--- src/hdl/cht_pkg.sv ---
`timescale 1ns / 1ps
// ----------------------------------------------------------------------------
// cht_pkg
// Types and constants shared by the chained hash table modules.
// ----------------------------------------------------------------------------
package cht_pkg;
  localparam int MaxBuckets  = 16;
  localparam int BucketDepth = 8;
  localparam int BktW   = $clog2(MaxBuckets);
  localparam int SlotW  = $clog2(BucketDepth);
  localparam int FillW  = $clog2(BucketDepth + 1);
  localparam int AddrW  = BktW + SlotW;
  localparam int KeyW   = 31;
  localparam int DataW  = 32;
  localparam int CntW   = 5;
  localparam logic [CntW-1:0] CntReset = CntW'(7);
  localparam logic [CntW-1:0] CntMax   = CntW'(MaxBuckets);

  localparam logic FUNC_INSERT = 1'b0;
  localparam logic FUNC_DELETE = 1'b1;

  localparam logic [1:0] ST_DONE      = 2'd0;
  localparam logic [1:0] ST_FULL      = 2'd1;
  localparam logic [1:0] ST_NOT_FOUND = 2'd2;

  localparam logic [0:0] REG_BUCKET_COUNT = 1'b0;

  typedef struct packed {
    logic             func;
    logic [KeyW-1:0]  key;
    logic [DataW-1:0] data_value;
  } in_item_t;

  typedef struct packed {
    logic [1:0] status;
    logic [3:0] bucket;
  } out_item_t;

  typedef struct packed {
    logic            start;
    logic [KeyW-1:0] key;
    logic [CntW-1:0] modulus;
  } mod_req_t;

  typedef struct packed {
    logic            done;
    logic [BktW-1:0] bucket;
  } mod_rsp_t;
endpackage

--- src/hdl/chained_hash_table.sv ---
`timescale 1ns / 1ps
// ----------------------------------------------------------------------------
// chained_hash_table
// Hash table with bounded, ordered buckets and separate chaining.
// ----------------------------------------------------------------------------
// Usage: present an operation on in_valid/in_ready (insert or delete by key);
// one transaction comes back on out_valid/out_ready with a status and the
// bucket the key hashed to. The user must write bucket_count at byte
// address 0 of the cfg port only while idle; the block does not enforce it.
// Sequence: the accepting edge starts the bit-serial modulo unit; once it
// is done one step registers the bucket and another reads the fill count,
// after which an insert presents its result. A delete walks the bucket one
// slot at a time (read, compare) and then moves each later entry (read,
// write), plus one closing step, before it presents its result.
// One item is in work at a time; in_ready is low until its result is taken.
// Reset clears all fill counts and sets bucket_count to 7; no clearing pass.
// A stalled receiver holds out_valid and the result stable.
// ----------------------------------------------------------------------------
module chained_hash_table import cht_pkg::*; (
  input  logic            clk,
  input  logic            rst_n,
  input  logic            in_valid,
  output logic            in_ready,
  input  in_item_t        in_data,
  output logic            out_valid,
  input  logic            out_ready,
  output out_item_t       out_data,
  input  logic            cfg_psel,
  input  logic            cfg_penable,
  input  logic            cfg_pwrite,
  input  logic [2:0]      cfg_paddr,
  input  logic [31:0]     cfg_pwdata,
  output logic [31:0]     cfg_prdata,
  output logic            cfg_pready
);
  typedef enum logic [2:0] {
    S_IDLE, S_HASH, S_FILL, S_SCAN, S_SHIFT, S_OUT
  } state_t;

  state_t            state_r;
  in_item_t          item_r;
  logic [CntW-1:0]   cnt_r;
  logic [FillW-1:0]  fill_r [MaxBuckets];
  logic [BktW-1:0]   bkt_r;
  logic [FillW-1:0]  cur_fill_r;
  logic [SlotW:0]    idx_r;
  logic              rd_pend_r;
  out_item_t         res_r;
  logic [KeyW-1:0]   key_mem [MaxBuckets*BucketDepth];
  logic [DataW-1:0]  data_mem [MaxBuckets*BucketDepth];
  logic [KeyW-1:0]   rkey_r;
  logic [DataW-1:0]  rdata_r;
  logic [AddrW-1:0]  raddr, waddr;
  logic              we;
  logic [KeyW-1:0]   wkey;
  logic [DataW-1:0]  wdata;
  logic [CntW-1:0]   modulus;
  mod_req_t          mreq;
  mod_rsp_t          mrsp;
  logic              cfg_wr;

  assign cfg_pready = 1'b1;
  assign cfg_wr = cfg_psel && cfg_penable && cfg_pwrite;
  assign cfg_prdata = (cfg_paddr[2] == REG_BUCKET_COUNT) ? {27'd0, cnt_r} : 32'd0;
  assign in_ready  = (state_r == S_IDLE);
  assign out_valid = (state_r == S_OUT);
  assign out_data  = res_r;

  assign modulus = (cnt_r == '0) ? CntW'(1) : (cnt_r > CntMax) ? CntMax : cnt_r;
  assign mreq.start   = in_valid && in_ready;
  assign mreq.key     = in_data.key;
  assign mreq.modulus = modulus;

  cht_mod u_mod (.clk(clk), .rst_n(rst_n), .req(mreq), .rsp(mrsp));

  always_comb begin
    raddr = {bkt_r, idx_r[SlotW-1:0]};
    we    = 1'b0;
    waddr = {bkt_r, cur_fill_r[SlotW-1:0]};
    wkey  = item_r.key;
    wdata = item_r.data_value;
    if (state_r == S_FILL && item_r.func == FUNC_INSERT &&
        fill_r[bkt_r] < FillW'(BucketDepth)) begin
      we    = 1'b1;
      waddr = {bkt_r, fill_r[bkt_r][SlotW-1:0]};
    end else if (state_r == S_SHIFT && rd_pend_r) begin
      we    = 1'b1;
      waddr = {bkt_r, idx_r[SlotW-1:0] - 1'b1};
      wkey  = rkey_r;
      wdata = rdata_r;
    end
  end

  always_ff @(posedge clk) begin
    if (we) begin
      key_mem[waddr]  <= wkey;
      data_mem[waddr] <= wdata;
    end
    rkey_r  <= key_mem[raddr];
    rdata_r <= data_mem[raddr];
  end

  always_ff @(posedge clk) begin
    if (!rst_n) begin
      state_r   <= S_IDLE;
      cnt_r     <= CntReset;
      rd_pend_r <= 1'b0;
      bkt_r     <= '0;
      for (int i = 0; i < MaxBuckets; i++) fill_r[i] <= '0;
    end else begin
      if (cfg_wr && cfg_paddr[2] == REG_BUCKET_COUNT) cnt_r <= cfg_pwdata[CntW-1:0];
      case (state_r)
        S_IDLE: begin
          if (in_valid) begin
            item_r  <= in_data;
            state_r <= S_HASH;
          end
        end
        S_HASH: begin
          if (mrsp.done) begin
            bkt_r   <= mrsp.bucket;
            state_r <= S_FILL;
          end
        end
        S_FILL: begin
          cur_fill_r       <= fill_r[bkt_r];
          idx_r            <= '0;
          rd_pend_r        <= 1'b0;
          res_r.bucket     <= 4'(bkt_r);
          res_r.status     <= ST_DONE;
          if (item_r.func == FUNC_INSERT) begin
            if (fill_r[bkt_r] < FillW'(BucketDepth))
              fill_r[bkt_r] <= fill_r[bkt_r] + 1'b1;
            else
              res_r.status <= ST_FULL;
            state_r <= S_OUT;
          end else if (fill_r[bkt_r] == '0) begin
            res_r.status <= ST_NOT_FOUND;
            state_r      <= S_OUT;
          end else begin
            state_r <= S_SCAN;
          end
        end
        S_SCAN: begin
          if (!rd_pend_r) begin
            rd_pend_r <= 1'b1;
          end else begin
            rd_pend_r <= 1'b0;
            if (rkey_r == item_r.key) begin
              idx_r   <= idx_r + 1'b1;
              state_r <= S_SHIFT;
            end else if (idx_r + 1'b1 >= (SlotW+1)'(cur_fill_r)) begin
              res_r.status <= ST_NOT_FOUND;
              state_r      <= S_OUT;
            end else begin
              idx_r <= idx_r + 1'b1;
            end
          end
        end
        S_SHIFT: begin
          if (idx_r >= (SlotW+1)'(cur_fill_r)) begin
            fill_r[bkt_r] <= cur_fill_r - 1'b1;
            state_r       <= S_OUT;
          end else if (!rd_pend_r) begin
            rd_pend_r <= 1'b1;
          end else begin
            rd_pend_r <= 1'b0;
            idx_r     <= idx_r + 1'b1;
          end
        end
        S_OUT: begin
          if (out_ready) state_r <= S_IDLE;
        end
        default: state_r <= S_IDLE;
      endcase
    end
  end

  a_fill_bound: assert property (@(posedge clk) disable iff (!rst_n)
    fill_r[bkt_r] <= FillW'(BucketDepth)) else $error("fill overflow");
  a_full_only_insert: assert property (@(posedge clk) disable iff (!rst_n)
    out_valid && res_r.status == ST_FULL |-> item_r.func == FUNC_INSERT)
    else $error("full on delete");
  a_nf_only_delete: assert property (@(posedge clk) disable iff (!rst_n)
    out_valid && res_r.status == ST_NOT_FOUND |-> item_r.func == FUNC_DELETE)
    else $error("not found on insert");
  a_bucket_range: assert property (@(posedge clk) disable iff (!rst_n)
    out_valid |-> {1'b0, res_r.bucket} < modulus) else $error("bucket range");
endmodule

--- src/hdl/cht_mod.sv ---
`timescale 1ns / 1ps
// ----------------------------------------------------------------------------
// cht_mod
// Restoring remainder unit: key modulo bucket count, one bit per cycle.
// ----------------------------------------------------------------------------
module cht_mod import cht_pkg::*; (
  input  logic     clk,
  input  logic     rst_n,
  input  mod_req_t req,
  output mod_rsp_t rsp
);
  localparam int CW = $clog2(KeyW + 1);
  logic [KeyW-1:0] key_r, key_nxt;
  logic [CntW:0]   rem_r, rem_nxt, shifted;
  logic [CntW-1:0] div_r, div_nxt;
  logic [CW-1:0]   cnt_r, cnt_nxt;
  logic            busy_r, busy_nxt, done_r, done_nxt;

  always_comb begin
    key_nxt  = key_r;
    rem_nxt  = rem_r;
    div_nxt  = div_r;
    cnt_nxt  = cnt_r;
    busy_nxt = busy_r;
    done_nxt = 1'b0;
    shifted  = {rem_r[CntW-1:0], key_r[KeyW-1]};
    if (req.start) begin
      key_nxt  = req.key;
      rem_nxt  = '0;
      div_nxt  = req.modulus;
      cnt_nxt  = CW'(KeyW);
      busy_nxt = 1'b1;
    end else if (busy_r) begin
      key_nxt = {key_r[KeyW-2:0], 1'b0};
      rem_nxt = (shifted >= {1'b0, div_r}) ? shifted - {1'b0, div_r} : shifted;
      cnt_nxt = cnt_r - 1'b1;
      if (cnt_r == CW'(1)) begin
        busy_nxt = 1'b0;
        done_nxt = 1'b1;
      end
    end
  end

  always_ff @(posedge clk) begin
    key_r <= key_nxt;
    rem_r <= rem_nxt;
    div_r <= div_nxt;
    cnt_r <= cnt_nxt;
    if (!rst_n) begin
      busy_r <= 1'b0;
      done_r <= 1'b0;
    end else begin
      busy_r <= busy_nxt;
      done_r <= done_nxt;
    end
  end

  assign rsp.done   = done_r;
  assign rsp.bucket = rem_r[BktW-1:0];

  a_rem_lt_div: assert property (@(posedge clk) disable iff (!rst_n)
    done_r |-> rem_r < {1'b0, div_r}) else $error("remainder not reduced");
  a_done_pulse: assert property (@(posedge clk) disable iff (!rst_n)
    done_r |=> !done_r) else $error("done held");
  a_no_restart: assert property (@(posedge clk) disable iff (!rst_n)
    busy_r |-> !req.start) else $error("start while busy");
endmodule
--- config.mk ---
export PLATFORM = sky130hd
export DESIGN_NAME = chained_hash_table
export DESIGN_NICKNAME = d
export VERILOG_FILES = /design/src/hdl/cht_pkg.sv /design/src/hdl/chained_hash_table.sv /design/src/hdl/cht_mod.sv
export SDC_FILE = /design/constraint.sdc
export NUM_CORES = 2
export LEC_CHECK = 0
export ABC_CLOCK_PERIOD_IN_PS = 6000
export BUFFER_PORTS_ARGS = -buffer_cell sky130_fd_sc_hd__buf_2
export CORE_UTILIZATION = 63
export CTS_CLUSTER_SIZE = 20
export DETAILED_ROUTE_END_ITERATION = 10
export PLACE_DENSITY_LB_ADDON = 0.25
export SKIP_LAST_GASP = 1
export SYNTH_ARGS = -nofsm -noshare
export SYNTH_HDL_FRONTEND = slang
export SYNTH_SLANG_ARGS = --single-unit
--- constraint.sdc ---
create_clock -name clk -period 6 [get_ports clk]
set_input_delay 1.2 -clock clk [delete_from_list [all_inputs] [get_ports clk]]
set_output_delay 1.2 -clock clk [all_outputs]
set_load 0.05 [all_outputs]
==> results_dict.tcl <==
set metrics [dict create \
    grt_pass1_wl_um 578100 \
    mostFrequentLayoutCell "edfxtp_1" \
    cts_sinks 4174 \
    power.density_nw_per_um2 323.9 \
    status "completed" \
    place_ws_ps 994.9 \
    setup_violations 0 \
    worstPathMaxFanout 16 \
    drv_slew 0 \
    port_buffers 57 \
    antenna_found_initial 18 \
    hold_viol 0 \
    grt_usage 0.3237 \
    yosys_warnings 0 \
    chipHeight_um 506.9 \
    htree_num_levels 5 \
    synth_ff_type "edfxtp_1" \
    dpl_cell_area_um2 166900 \
    clk_pin_slew_worst_paths_ps 60 \
    crit_arrival_ps 5820 \
    cts_tree "done" \
    area_delta_synth_final_pct 12.05 \
    grt_remaining_overflow 0 \
    grt_max_degree 125 \
    slowest_stage "dfxtp_1" \
    finClkSkew_ps 60.95 \
    hold_buffers 0 \
    dpl.hpwl_um 221500 \
    synth_edf_count 4114 \
    drt-initial-drc-count 11340 \
    wl_per_cell_um 36.76 \
    worst_slew_pin_slew_ps 1433 \
    hp-class "in -> reg" \
    drc_errors 0 \
    vias 77320 \
    rsz0062_at_grt "no" \
    drv_cap 0 \
    fp.dieArea_um2 257000 \
    end_kind "register" \
    syn_area_um2 160600 \
    drt-pass1-iter-count 6 \
    fin_area_um2 180000 \
    ys_seq_area_frac 0.7766 \
    setup_slack_ps 841.0 \
    synthCells 7059 \
    final_cell_mix "edfxtp_1, mux4_2, clkbuf_16" \
    num_io_pins 147 \
    ant_nets 0 \
    ir_worst_vdd_mv 0.3599 \
    vias_per_cell 6.946 \
    path_common_cell "buf_4" \
    fin_crit_ps 5159 \
    first_global_vias 78720 \
    core.rowCount 185 \
    ys_ff_latch 4174 \
    startpoint_type "register" \
    clk-insertion-delay-late_ps 1010 \
    cts_buffers 413 \
    start_util 0.6332 \
    dieWidth_um 506.9 \
    postSynthAreaPerCell_um2 22.76 \
    cp_cell_sequence "mux4_2 > a22oi_1 > nand3_1 > o21bai_1 > o311ai_4 > buf_4 > nand2_2 > nor2_4 > buf_4" \
    clock_path_buffers 4 \
    fmax_mhz 193.8 \
    max_stage_delay_ps 900 \
    synth.distinct_cells 63 \
    power.leakage_nw 56.27 \
    core_um2 253700 \
    clockRootBuffer "clkbuf_16" \
    nets 7547 \
    drive_gt1_frac 0.2895 \
    gp_congestion 0.8884 \
    cp.required_ps 6660 \
    cts_resized 0 \
    slew_headroom 0.04496 \
    async_reset_ff_frac 0 \
    post_cts.repair.setup_buffers 0 \
    fin_crit_sh 0.8598 \
    final.setup.tns_ps 0 \
    drt-total-wl_um 409100 \
    path_class "reg -> reg" \
]
-- layer usage --
layer	vias to the layer above	GRT usage	wire [µm]
li1	30500	-	-
met1	40590	0.4258	140900
met4	8	0.1776	26200
met3	1040	0.08278	47170
met2	5178	0.5029	194800
met5	-	0	55
-- critical path, delay by kind of cell (launching register included) --
kind | cells | cell delay, ps
and+or+nand+nor | 3 | 1820
muxes | 1 | 650
AOI/OAI and AO/OA | 3 | 620
DFF | 1 | 900
buffers and inverters | 2 | 830
-- metrics by stage --
| step | cells | total power (W) | utilization | hold slack [ps] |
|---|---|---|---|---|
| after global placement | 10370 | 0.03356 | 0.6577 | 482.2 |
| after global routing | 11120 | 0.05954 | 0.7094 | 380.3 |
| final | 11130 | 0.05829 | 0.7094 | 407.7 |
| after floorplan | 7085 | 0.03319 | - | 428.9 |
| after CTS | 11120 | 0.05844 | 0.7093 | 368.4 |
| after detailed placement | 10370 | 0.03361 | 0.6577 | 492.1 |
-- power by group --
group	total, W	switching [W]	leakage, nW	internal, W
combinational	0.000870	0.000747	12.2	0.000122
sequential	0.0322	0.0000696	37.6	0.0321
clock	0.0253	0.0108	6.44	0.0145
total	0.0583	0.0116	56.3	0.0467
-- area by class of cell --
class | count | area [µm²]
well taps | 3366 | 4212
clock buffers | 502 | 10870
multi-input cells | 2465 | 35070
flip-flops and latches | 4174 | 124700
repair buffers | 333 | 2720
diodes | 13 | 32.53
fillers | 14360 | 73710
clock inverters | 247 | 2218
inverters | 31 | 116.4
-- cells by family (layout without fill, tap and decap cells) --
group / after synthesis / after routing / synth area share
other: 2 / 41 / 0.00004675
AND/OR/NAND/NOR: 663 / 663 / 0.01985
multiplexers: 1342 / 1342 / 0.1718
buffers and inverters: 446 / 1113 / 0.01227
XOR/XNOR: 43 / 43 / 0.002345
adder cells (fa/ha/maj): 23 / 23 / 0.001838
flip-flops: 4174 / 4174 / 0.7766
AO/OA/AOI/OAI: 366 / 366 / 0.01524
-- state kept, by name (all words and copies together), names as in the netlist, 4 cells and up, named ones only --
register / cells
key_mem: 3968
fill_r: 64
item_r: 32
rkey_r: 31
u_mod.key_r: 31
out_data: 6
cnt_r: 5
u_mod.cnt_r: 5
u_mod.div_r: 5
u_mod.rem_r: 5
bkt_r: 4
cur_fill_r: 4
idx_r: 4
-- Yosys cell counts (4+ instances only) --
library cell,count,share of area
edfxtp_1,4114,0.77
mux4_2,1129,0.16
nor2_1,181,0.0042
nand2_1,178,0.0042
clkbuf_1,177,0.0041
mux2i_1,177,0.011
a211oi_1,160,0.0075
nor2b_1,149,0.0058
buf_2,135,0.0042
a21oi_1,133,0.0041
buf_1,71,0.0017
dfxtp_1,60,0.0075
nor3_1,57,0.0018
nand4_1,40,0.0016
mux2_2,35,0.0025
inv_1,31,0.00072
o22ai_1,31,0.0012
buf_4,30,0.0014
xnor2_1,26,0.0014
ha_1,22,0.0017
nand3_1,17,0.00053
xor2_1,17,0.00093
nand2b_1,11,0.00043
o21ai_0,6,0.00019
a31oi_1,5,0.00019
and2_1,5,0.00019
nor4_1,5,0.00019
a21boi_0,4,0.00019
-- final timing paths --
| kind | startpoint | to | slack, ps | cells past startpoint |
|---|---|---|---|---|
| setup / recovery | register | key_mem[126][19] | 840 | 9 |
| hold / removal | in_data[55] | item_r[55] | 410 | 1 |
| setup reg to reg | register | key_mem[126][19] | 840 | 9 |
| hold reg to reg | u_mod.key_r[29] | u_mod.key_r[30] | 520 | 2 |
No activity file was read; power rests on OpenSTA's default activity.
